`config.mk`:
```
export PLATFORM = sky130hd
export DESIGN_NAME = hall_motion_supervisor
export DESIGN_NICKNAME = d
export VERILOG_FILES = /design/src/hms_pkg.sv /design/src/hall_motion_supervisor.sv
export SDC_FILE = /design/constraint.sdc
export NUM_CORES = 1
export LEC_CHECK = 0
export ABC_AREA = 1
export BUFFER_PORTS_ARGS = -buffer_cell sky130_fd_sc_hd__buf_4
export CAP_MARGIN = 20
export CORE_MARGIN = 4
export CORE_UTILIZATION = 62
export DETAILED_ROUTE_END_ITERATION = 12
export HOLD_SLACK_MARGIN = 0.03
export PLACE_DENSITY = 0.82
export SKIP_CTS_REPAIR_TIMING = 1
export SLEW_MARGIN = 20
export SYNTH_ARGS = -nofsm -noshare
export SYNTH_HDL_FRONTEND = slang
export SYNTH_SLANG_ARGS = --single-unit
```
`constraint.sdc`:
```
create_clock -name clk -period 4.4 [get_ports clk]
set_clock_uncertainty 0.2 [all_clocks]
set_input_delay 0 -clock clk [delete_from_list [all_inputs] [get_ports clk]]
set_output_delay 0 -clock clk [all_outputs]
set_load 0.005 [all_outputs]
```
`src/hms_pkg.sv`:
```
// ----------------------------------------------------------------------------
// hms_pkg
// Shared types and constants for the Hall motion supervisor.
// ----------------------------------------------------------------------------
package hms_pkg;

  // Door motion state as carried on each beat; code 3 counts as idle.
  typedef enum logic [1:0] {
    DOOR_IDLE    = 2'd0,
    DOOR_OPENING = 2'd1,
    DOOR_CLOSING = 2'd2
  } door_t;

  // Configuration register indexes.
  typedef enum logic [2:0] {
    CFG_SAMPLE_PERIOD   = 3'd0,
    CFG_STALL_LIMIT     = 3'd1,
    CFG_DIRECTION_LIMIT = 3'd2,
    CFG_OPEN_LIMIT      = 3'd3,
    CFG_SETTLE_TICKS    = 3'd4
  } cfg_reg_t;

  localparam int unsigned CFG_INDEX_BITS = 3;
  localparam int unsigned CFG_DATA_BITS  = 16;
  localparam int unsigned PERIOD_BITS    = 8;
  localparam int unsigned LIMIT_BITS     = 16;
  localparam int unsigned SETTLE_BITS    = 8;
  localparam int unsigned TIMER_BITS     = 16;

  localparam logic [PERIOD_BITS-1:0] SAMPLE_PERIOD_RESET   = 8'd5;
  localparam logic [LIMIT_BITS-1:0]  STALL_LIMIT_RESET     = 16'd50;
  localparam logic [LIMIT_BITS-1:0]  DIRECTION_LIMIT_RESET = 16'd50;
  localparam logic [LIMIT_BITS-1:0]  OPEN_LIMIT_RESET      = 16'hFFFF;
  localparam logic [SETTLE_BITS-1:0] SETTLE_TICKS_RESET    = 8'd60;

  localparam logic [TIMER_BITS-1:0]  ERROR_TIMER_MAX       = 16'hFFFF;

endpackage

```
`src/hall_motion_supervisor.sv`:
```
// ----------------------------------------------------------------------------
// hall_motion_supervisor
// Door motion supervision from Hall position counts: periodic speed and
// direction sampling, settle gating, stall detection and Hall fault checks.
// ----------------------------------------------------------------------------
//
//  Channel | Direction | Handshake             | Beat contents
//  --------+-----------+-----------------------+-------------------------------
//  in      | in        | in_valid / in_stall   | hall_count, door_state,
//          |           |                       | flags_clear
//  out     | out       | out_valid / out_stall | speed, direction, stall_flag,
//          |           |                       | hall_fault, checks_active
//  cfg     | in        | cfg_write (no wait)   | cfg_index, cfg_data
//
// One beat in, one beat out. A beat lands in the input register, then one
// pass of compare and subtract logic updates the supervision state and the
// result register on the next edge; one beat per cycle while out_stall is low.
// The input register refills whenever the result register is empty or drained
// in the same cycle, so out_stall backs up into in_stall in the same cycle.
// rst (synchronous, active high) clears the supervision state, the pipeline
// valids and reloads the configuration registers with their reset values.
//
module hall_motion_supervisor #(
  parameter int unsigned COUNT_BITS = 16
) (
  input  logic                                 clk,
  input  logic                                 rst,
  // input channel
  input  logic                                 in_valid,
  output logic                                 in_stall,
  input  logic [COUNT_BITS-1:0]                hall_count,
  input  logic [1:0]                           door_state,
  input  logic                                 flags_clear,
  // result channel
  output logic                                 out_valid,
  input  logic                                 out_stall,
  output logic [COUNT_BITS-1:0]                speed,
  output logic                                 direction,
  output logic                                 stall_flag,
  output logic                                 hall_fault,
  output logic                                 checks_active,
  // configuration port
  input  logic                                 cfg_write,
  input  logic [hms_pkg::CFG_INDEX_BITS-1:0]   cfg_index,
  input  logic [hms_pkg::CFG_DATA_BITS-1:0]    cfg_data
);

  // Width that holds both the open limit and a count, so the limit can be
  // widened or narrowed to the count width.
  localparam int unsigned OPEN_EXT_BITS =
    (COUNT_BITS > hms_pkg::LIMIT_BITS) ? COUNT_BITS : hms_pkg::LIMIT_BITS;

  // --------------------------------------------------------------------------
  // Configuration registers
  // --------------------------------------------------------------------------
  logic [hms_pkg::PERIOD_BITS-1:0] sample_period;
  logic [hms_pkg::LIMIT_BITS-1:0]  stall_limit;
  logic [hms_pkg::LIMIT_BITS-1:0]  direction_limit;
  logic [hms_pkg::LIMIT_BITS-1:0]  open_limit;
  logic [hms_pkg::SETTLE_BITS-1:0] settle_ticks;

  always_ff @(posedge clk) begin
    if (rst) begin
      sample_period   <= hms_pkg::SAMPLE_PERIOD_RESET;
      stall_limit     <= hms_pkg::STALL_LIMIT_RESET;
      direction_limit <= hms_pkg::DIRECTION_LIMIT_RESET;
      open_limit      <= hms_pkg::OPEN_LIMIT_RESET;
      settle_ticks    <= hms_pkg::SETTLE_TICKS_RESET;
    end else if (cfg_write) begin
      case (cfg_index)
        hms_pkg::CFG_SAMPLE_PERIOD:   sample_period   <= cfg_data[hms_pkg::PERIOD_BITS-1:0];
        hms_pkg::CFG_STALL_LIMIT:     stall_limit     <= cfg_data[hms_pkg::LIMIT_BITS-1:0];
        hms_pkg::CFG_DIRECTION_LIMIT: direction_limit <= cfg_data[hms_pkg::LIMIT_BITS-1:0];
        hms_pkg::CFG_OPEN_LIMIT:      open_limit      <= cfg_data[hms_pkg::LIMIT_BITS-1:0];
        hms_pkg::CFG_SETTLE_TICKS:    settle_ticks    <= cfg_data[hms_pkg::SETTLE_BITS-1:0];
        default: begin
          // drop writes to unused indexes
        end
      endcase
    end
  end

  // Open limit brought to the count width.
  logic [OPEN_EXT_BITS-1:0] open_ext;
  logic [COUNT_BITS-1:0]    open_bound;

  assign open_ext   = OPEN_EXT_BITS'(open_limit);
  assign open_bound = open_ext[COUNT_BITS-1:0];

  // --------------------------------------------------------------------------
  // Handshake: input register feeds the result register
  // --------------------------------------------------------------------------
  logic                  in_reg_valid;
  logic [COUNT_BITS-1:0] in_count;
  logic [1:0]            in_door;
  logic                  in_clear;
  logic                  advance;

  // Advance the held beat when the result register is free or draining.
  assign advance  = in_reg_valid && (!out_valid || !out_stall);
  // Hold the input while a beat waits that cannot advance.
  assign in_stall = in_reg_valid && !advance;

  always_ff @(posedge clk) begin
    if (rst) begin
      in_reg_valid <= 1'b0;
    end else if (in_valid && !in_stall) begin
      in_reg_valid <= 1'b1;
    end else if (advance) begin
      in_reg_valid <= 1'b0;
    end
  end

  always_ff @(posedge clk) begin
    if (in_valid && !in_stall) begin
      in_count <= hall_count;
      in_door  <= door_state;
      in_clear <= flags_clear;
    end
  end

  // --------------------------------------------------------------------------
  // Supervision state
  // --------------------------------------------------------------------------
  logic [hms_pkg::PERIOD_BITS-1:0] sample_timer;
  logic [COUNT_BITS-1:0]           previous_count;
  logic [COUNT_BITS-1:0]           speed_reg;
  logic                            direction_reg;
  logic [hms_pkg::TIMER_BITS-1:0]  error_timer;
  logic [hms_pkg::SETTLE_BITS-1:0] settle_count;
  logic                            stall_sticky;
  logic                            fault_sticky;

  logic [hms_pkg::PERIOD_BITS-1:0] sample_timer_next;
  logic [COUNT_BITS-1:0]           previous_count_next;
  logic [COUNT_BITS-1:0]           speed_reg_next;
  logic                            direction_reg_next;
  logic [hms_pkg::TIMER_BITS-1:0]  error_timer_next;
  logic [hms_pkg::SETTLE_BITS-1:0] settle_count_next;
  logic                            stall_sticky_next;
  logic                            fault_sticky_next;

  logic [hms_pkg::PERIOD_BITS:0]   timer_inc;
  logic                            sample_now;
  logic                            count_rose;
  logic                            moving;
  logic                            opening;
  logic                            wrong_dir;
  logic                            checks_on;

  always_comb begin
    // Decode the door state; the unused code counts as idle.
    moving  = 1'b0;
    opening = 1'b0;
    case (in_door)
      hms_pkg::DOOR_OPENING: begin
        moving  = 1'b1;
        opening = 1'b1;
      end
      hms_pkg::DOOR_CLOSING: begin
        moving  = 1'b1;
      end
      default: begin
        moving  = 1'b0;
      end
    endcase
    // Opening expects a rising count, closing a falling one.
    wrong_dir = !opening;
    checks_on = settle_count >= settle_ticks;

    // Clear the sticky flags first when asked.
    stall_sticky_next = in_clear ? 1'b0 : stall_sticky;
    fault_sticky_next = in_clear ? 1'b0 : fault_sticky;

    // Speed sampling: the timer compares one past its value, so a period of
    // the maximum code still samples every 256 ticks.
    timer_inc           = {1'b0, sample_timer} + 1'b1;
    sample_now          = timer_inc > {1'b0, sample_period};
    count_rose          = in_count > previous_count;
    sample_timer_next   = timer_inc[hms_pkg::PERIOD_BITS-1:0];
    previous_count_next = previous_count;
    speed_reg_next      = speed_reg;
    direction_reg_next  = direction_reg;
    if (sample_now) begin
      sample_timer_next   = '0;
      direction_reg_next  = count_rose;
      speed_reg_next      = count_rose ? (in_count - previous_count)
                                       : (previous_count - in_count);
      previous_count_next = in_count;
    end

    // Motion check on the freshly sampled speed; limits see the old timer.
    error_timer_next = error_timer;
    if (checks_on) begin
      if (!moving) begin
        error_timer_next = '0;
      end else if (speed_reg_next == '0) begin
        if (error_timer > stall_limit) begin
          stall_sticky_next = 1'b1;
        end
        if (error_timer != hms_pkg::ERROR_TIMER_MAX) begin
          error_timer_next = error_timer + 1'b1;
        end
      end else if (direction_reg_next == wrong_dir) begin
        if (error_timer > direction_limit) begin
          fault_sticky_next = 1'b1;
        end
        if (error_timer != hms_pkg::ERROR_TIMER_MAX) begin
          error_timer_next = error_timer + 1'b1;
        end
      end else begin
        error_timer_next = '0;
      end
    end

    // Position check and settle counting.
    settle_count_next = settle_count;
    if (moving) begin
      if (opening && (in_count > open_bound)) begin
        fault_sticky_next = 1'b1;
      end
      if (settle_count < settle_ticks) begin
        settle_count_next = settle_count + 1'b1;
      end
    end else begin
      settle_count_next = '0;
    end
  end

  always_ff @(posedge clk) begin
    if (rst) begin
      sample_timer   <= '0;
      previous_count <= '0;
      speed_reg      <= '0;
      direction_reg  <= 1'b0;
      error_timer    <= '0;
      settle_count   <= '0;
      stall_sticky   <= 1'b0;
      fault_sticky   <= 1'b0;
    end else if (advance) begin
      sample_timer   <= sample_timer_next;
      previous_count <= previous_count_next;
      speed_reg      <= speed_reg_next;
      direction_reg  <= direction_reg_next;
      error_timer    <= error_timer_next;
      settle_count   <= settle_count_next;
      stall_sticky   <= stall_sticky_next;
      fault_sticky   <= fault_sticky_next;
    end
  end

  // --------------------------------------------------------------------------
  // Result register
  // --------------------------------------------------------------------------
  always_ff @(posedge clk) begin
    if (rst) begin
      out_valid <= 1'b0;
    end else if (advance) begin
      out_valid <= 1'b1;
    end else if (!out_stall) begin
      out_valid <= 1'b0;
    end
  end

  always_ff @(posedge clk) begin
    if (advance) begin
      speed         <= speed_reg_next;
      direction     <= direction_reg_next;
      stall_flag    <= stall_sticky_next;
      hall_fault    <= fault_sticky_next;
      checks_active <= settle_count_next >= settle_ticks;
    end
  end

endmodule
```
==> reports/metrics.csv, run 1 <==
metric,value,unit
total core area,0.01682,sq mm
Vias,10048,
IO Port Bufs,64,
RSZ-0062 raised after global routing,no,
WL final,28.29,mm
row cnt,47,
first-pass GRT wire length,44.62,mm
Synth Area in Simple Gates,24.23,%
Final #Nets,1744,
max reg flops,32,
largest family of logic cells by synthesized area,simple AND/OR/NAND/NOR gates,
Worst VDD drop,0.2972,mV
post-layout util,74.58,%
pwr dens,313.7,mW/mm^2
Leak,0.006017,uW
CTS tree,yes,
largest cells by area after synthesis,"dfxtp_1 (25%), nand2_1 (13%), ha_1 (12%)",
Initial Utilization,64.07,%
Final Hold Viols,0,
Post-Synthesis Cell Area,0.01078,sq mm
gpl congestion,0.9503,
# DRC,0,
Syn Area/Cell,7.208,sq um
max-cap violations,0,
worst relative slew slack,39.97,%
Fillers,1288,
#FFs+latches synth,172,
DR WL/cell,15.50,um
crit path cell chain,"ha_1, nand2_1, nor2_2, nand3_1, xor2_1, inv_1, ha_1, nand2_1, inv_1, nand3_1, nor2_1, nor2_1, nand2_1, nand2_1, nand2_1, nand2_1, nor2_1, nand2_1, nor2_1, nand3_2, nand2_4, nand2_1, a21oi_1",
crit-path max FO,16,
achievable clock frequency,260.7,MHz
sequential area share after synthesis,35.58,%
"Largest stage delay, worst path",0.38,ns
register area,0.003834,sq mm
CP required,4.55,ns
IO Pins,65,
compound-gate portion of the synthesized area,14.80,%
DRT iter0 DRCs,819,
H-tree depth,4,
number of global-route vias before repair,9234,
"Reg clk slew, reported paths",0.07,ns
status,"complete, no violations",
mux cell area share after synthesis,0,%
total CTS buffers,17,
setup TNS,0,ns
die height,139.8,um
fin. max-slew vios,0,
post-route clock period utilization,87.19,%
CP top delay family,simple AND/OR/NAND/NOR gates,
Layout area overhead,16.41,%
clock sinks,172,
Final min period,3.837,ns
Synth cell types,51,
most frequent cells in the layout,"nand2_1 (366), inv_1 (238), a21oi_1 (148), dfxtp_1 (133), ha_1 (107)",
area share of the leading cell type in the synthesized netlist,24.71,%
Crit Path Class,register to register,
"Remaining Overflow, GRT",0,
Clock Path Buffers,2,
crit start category,register,
die width,139.8,um
Critical Path Sink Type,register,
Ys Warns,0,
fraction of layout cells with a size suffix above 1,9.657,%
Most common cell on crit path,nand2_1,
Post-Synth XOR/XNOR Area,2.195,%
"area leader, netlist",dfxtp_1,
Clock Latency Late Sink,0.43,ns
CTS Root Cell,clkbuf_16,
Bufs and invs on worst path,2,
drt first pass iters,6,
DP HPWL,19.75,mm
post-DR vias/cell,5.506,
diode count,0,
Post-Synth Adder-Cell Area,12.80,%
die area,0.01955,sq mm
post-synth net total,1647,
Worst Max-Slew Pin Slew,0.8995,ns
GRT Util Overall,27.70,%
"leading cell type in the layout, fill and taps excluded",nand2_1,
initial antenna violation count,0,
count of final setup violators,0,
HP Class,primary input to register,
Antenna Nets Post-Route,0,
WP data arrival,3.98,ns
largest net degree at the start of global routing,57,
Post-Syn Instances,1495,
CP max-delay cell,dfxtp_1,
Multi-input gate area,0.005829,sq mm
==> path summary, 6_finish.rpt <==
| check | startpoint | endpoint | slack, ns | cells past startpoint |
|---|---|---|---|---|
| min reg2reg | speed_reg[8] | speed_reg[8] | 0.26 | 2 |
| max | sample_timer[0] | error_timer[2] | 0.56 | 23 |
| max reg2reg | sample_timer[0] | error_timer[2] | 0.56 | 23 |
| min | rst | error_timer[9] | 0.03 | 3 |
==> cells by family (layout without fill, tap and decap cells) <==
family | after synthesis | in the layout
simple gates | 609 | 609
compound gates | 291 | 291
buf+inv | 287 | 397
xor+xnor | 27 | 27
fa+ha+maj | 109 | 109
flops | 172 | 172
==> metal layers <==
metal,routed length (um),GRT usage [%],vias to the layer above
met5,0,0,-
met4,745,9.128,0
met3,1652,4.768,63
met2,13290,44.69,343
met1,12600,37.93,4605
li1,-,-,5037
==> synthesized netlist by cell type, drive strengths merged <==
library cell and number:
edfxtp 39, o21ai 95, dfxtp 133, a21oi 160, nor3 11, xor2 17, inv 242, xnor2 10
a31oi 2, nand4 17, buf 13, nor3b 1, fa 2, nor4 3, nand3b 2, and2 1
nor2 97, nand3 81, o21a 2, nand2 389, a221oi 1, o22ai 1, a21o 1, clkbuf 30
or2 6, o21bai 3, a41oi 1, or3 1, ha 107, a21boi 3, a211oi 7, o2111ai 1
o211ai 14, clkinv 2
==> worst register-to-register path, stage by stage (launching register included) <==
cell,delay [ns]
dfxtp_1,0.38
ha_1,0.21
nand2_1,0.08
nor2_2,0.17
nand3_1,0.11
xor2_1,0.15
inv_1,0.07
ha_1,0.29
nand2_1,0.07
inv_1,0.07
nand3_1,0.08
nor2_1,0.09
nor2_1,0.06
nand2_1,0.08
nand2_1,0.31
nand2_1,0.15
nand2_1,0.10
nor2_1,0.13
nand2_1,0.07
nor2_1,0.18
nand3_2,0.16
nand2_4,0.25
nand2_1,0.12
a21oi_1,0.18
==> power breakdown <==
| part | switching, uW | internal (uW) | total, uW |
|---|---|---|---|
| logic | 380 | 215 | 595 |
| clock network | 627 | 1010 | 1640 |
| registers | 32.0 | 1670 | 1700 |
==> area by class of cell <==
| type | count | area share (%) |
|---|---|---|
| Clock buffer | 26 | 4.519 |
| Clock inverter | 6 | 0.7282 |
| Inverter | 244 | 7.302 |
| Multi-Input combinational cell | 1036 | 46.47 |
| Sequential cell | 172 | 30.56 |
| Tap cell | 220 | 2.195 |
| Timing Repair Buffer | 121 | 8.219 |
==> stage by stage <==
stage / hold WS (ns) / power, uW / cell area, sq um / cells / worst slack, ns
2_1_floorplan: -0.1011 / 2119 / 10780 / 1495 / 1.250
3_3_place_gp: -0.02173 / 2266 / 11390 / 1744 / 0.8721
3_5_place_dp: -0.02074 / 2281 / 11390 / 1744 / 0.7016
4_1_cts: -0.4657 / 3900 / 12050 / 1776 / 0.6717
5_1_grt: 0.06549 / 4093 / 12540 / 1825 / 0.2199
6_report: 0.02749 / 3934 / 12540 / 1825 / 0.5634
No activity file was read; power rests on OpenSTA's default activity.
==> run 2: changes to the inputs <==
Settings changed: BUFFER_PORTS_ARGS -buffer_cell sky130_fd_sc_hd__buf_4 to unset, CORE_UTILIZATION 62 to 65, DONT_BUFFER_PORTS set to 1.
==> run 2 against run 1 <==
Effect of this change:
- register-to-register slack gained 0.07 ns
- critical path depth stayed put
- non-clock buffer count down 41
- cell area is 2.1% lower
- die area shrank 4.3%
- largest power group unchanged
==> reports/metrics.csv, run 2 (same netlist as run 1, synthesis figures left out) <==
metric,value,unit,change
status,"complete, no violations",,
hold path start,hall_count[1],,
post-route clock period utilization,85.57,%,-1.6 points
Tot Pwr,3866,uW,-1.7%
# DRC,0,,unchanged
Layout area overhead,13.97,%,
clock sinks,172,,unchanged
total CTS buffers,17,,unchanged
Final min period,3.765,ns,-0.07156 ns
"Remaining Overflow, GRT",0,,unchanged
number of global-route vias before repair,8836,,-4.3%
first-pass GRT wire length,42.68,mm,-4.3%
fin. max-slew vios,0,,unchanged
DR WL/cell,16.09,um,+3.8%
DRT iter0 DRCs,878,,+7.2%
Worst VDD drop,0.3478,mV,+17%
RSZ-0062 raised after global routing,no,,
CP required,4.56,ns,about the same
Worst Max-Slew Pin Slew,1.120,ns,+0.2203 ns
FF-to-FF Start,sample_timer[0],,
crit start category,register,,
hold depth,1,,-2
Register-to-Register Path Depth,23,,unchanged
total core area,0.01606,sq mm,-4.5%
Vias,10107,,+0.59%
HP Class,primary input to register,,
pwr dens,314.8,mW/mm^2,+0.37%
Initial Utilization,67.10,%,+3.0 points
R2R setup slack,0.63,ns,+0.07 ns
Clock Latency Late Sink,0.44,ns,about the same
Fillers,1168,,-9.3%
most frequent cells in the layout,"nand2_1 (366), inv_1 (238), a21oi_1 (148), dfxtp_1 (133), ha_1 (107)",,
setup TNS,0,ns,unchanged
r2r endpoint,error_timer[2],,
crit-path max FO,16,,unchanged
Final Hold Viols,0,,unchanged
drt first pass iters,6,,unchanged
Leak,0.005748,uW,-4.5%
WL final,28.67,mm,+1.3%
largest net degree at the start of global routing,77,,+35%
"Reg clk slew, reported paths",0.07,ns,about the same
count of final setup violators,0,,unchanged
initial antenna violation count,2,,+2
fraction of layout cells with a size suffix above 1,5.882,%,-3.8 points
Crit Path Class,register to register,,
Final #Nets,1703,,-2.4%
"leading cell type in the layout, fill and taps excluded",nand2_1,,
worst relative slew slack,25.27,%,-15 points
post-layout util,76.48,%,+1.9 points
DP HPWL,19.11,mm,-3.2%
max reg flops,32,,unchanged
die height,136.8,um,-2.2%
IO Port Bufs,0,,-100%
post-DR vias/cell,5.672,,+3.0%
die area,0.01870,sq mm,-4.3%
CTS Root Cell,clkbuf_16,,
CTS tree,yes,,
GRT Util Overall,28.61,%,+0.91 points
Hold Path Sink,in_count[1],,
gpl congestion,0.9206,,-3.1%
max-cap violations,0,,unchanged
IO Pins,65,,unchanged
Clock Path Buffers,2,,unchanged
die width,136.8,um,-2.2%
Critical Path Sink Type,register,,
WP data arrival,3.93,ns,-0.05 ns
row cnt,46,,-2.1%
H-tree depth,4,,unchanged
achievable clock frequency,265.6,MHz,+1.9%
Antenna Nets Post-Route,0,,unchanged
run 2: cell count changes in the layout (fill, tap and decap cells not counted), moves of 2 or more:
cell | previous run | this run
dlygate4sd3_1 | 49 | 74
clkbuf_8 | 4 | 0
nor2_1 | 93 | 91
clkinv_4 | 2 | 5
clkinvlp_4 | 0 | 3
buf_4 | 72 | 5
clkbuf_16 | 20 | 17
nor2_2 | 2 | 4
diode_2 | 0 | 2
run 2: final cells by class:
type	instances	area, sq um	share of cell area [%]
Antenna cell	2	5.005	0.04075
Clock buffer	17	425.4	3.464
Clock inverter	15	190.2	1.549
Inverter	244	915.9	7.458
Multi-Input combinational cell	1036	5834	47.51
Sequential cell	172	3834	31.22
Tap cell	216	270.3	2.201
Timing Repair Buffer	80	805.8	6.561
run 2: per-stage QoR:
step / std cells / instance area [sq um] / worst slack (ns) / hold WS, ns
floorplan: 1495 / 10780 / 1.250 / -0.1011
global placement: 1673 / 10890 / 0.8919 / -0.1313
detailed placement: 1673 / 10890 / 0.7087 / -0.1284
CTS: 1705 / 11510 / 0.6517 / -0.5876
global route: 1782 / 12280 / 0.2711 / 0.02346
finish: 1782 / 12280 / 0.6350 / 0.03950
run 2: worst max path at each step:
stage	start	endpoint	slack [ns]	depth (start not counted)
4_1_cts	sample_timer[0]	error_timer[2]	0.65	23
2_1_floorplan	sample_timer[0]	error_timer[12]	1.25	23
5_1_grt	sample_timer[0]	error_timer[2]	0.27	23
3_5_place_dp	sample_timer[0]	error_timer[2]	0.71	23
6_report	sample_timer[0]	error_timer[2]	0.63	23
3_3_place_gp	sample_timer[0]	error_timer[4]	0.89	23
run 2: power by group:
| group | total (uW) | internal [uW] | leakage, uW | switching, uW |
|---|---|---|---|---|
| combinational | 569 | 194 | 0.00400 | 375 |
| sequential | 1710 | 1670 | 0.00146 | 35.3 |
| clock | 1590 | 903 | 0.000292 | 687 |
| total | 3870 | 2770 | 0.00575 | 1100 |
run 2: routing by layer:
layer  track usage, %  part of all wire (%)
met5                0                     0
met4            8.063                   2.3
met3            5.735                   6.3
met2            46.88                    48
met1            38.51                    44
run 2: worst max-delay path, stage by stage (launching register included):
cell     delay, ns
dfxtp_1       0.39
ha_1          0.20
nand2_1       0.07
nor2_2        0.17
nand3_1       0.11
xor2_1        0.14
inv_1         0.07
ha_1          0.29
nand2_1       0.08
inv_1         0.07
nand3_1       0.08
nor2_1        0.09
nor2_1        0.06
nand2_1       0.07
nand2_1       0.31
nand2_1       0.16
nand2_1       0.11
nor2_1        0.13
nand2_1       0.06
nor2_1        0.19
nand3_2       0.16
nand2_4       0.25
nand2_1       0.08
a21oi_1       0.14
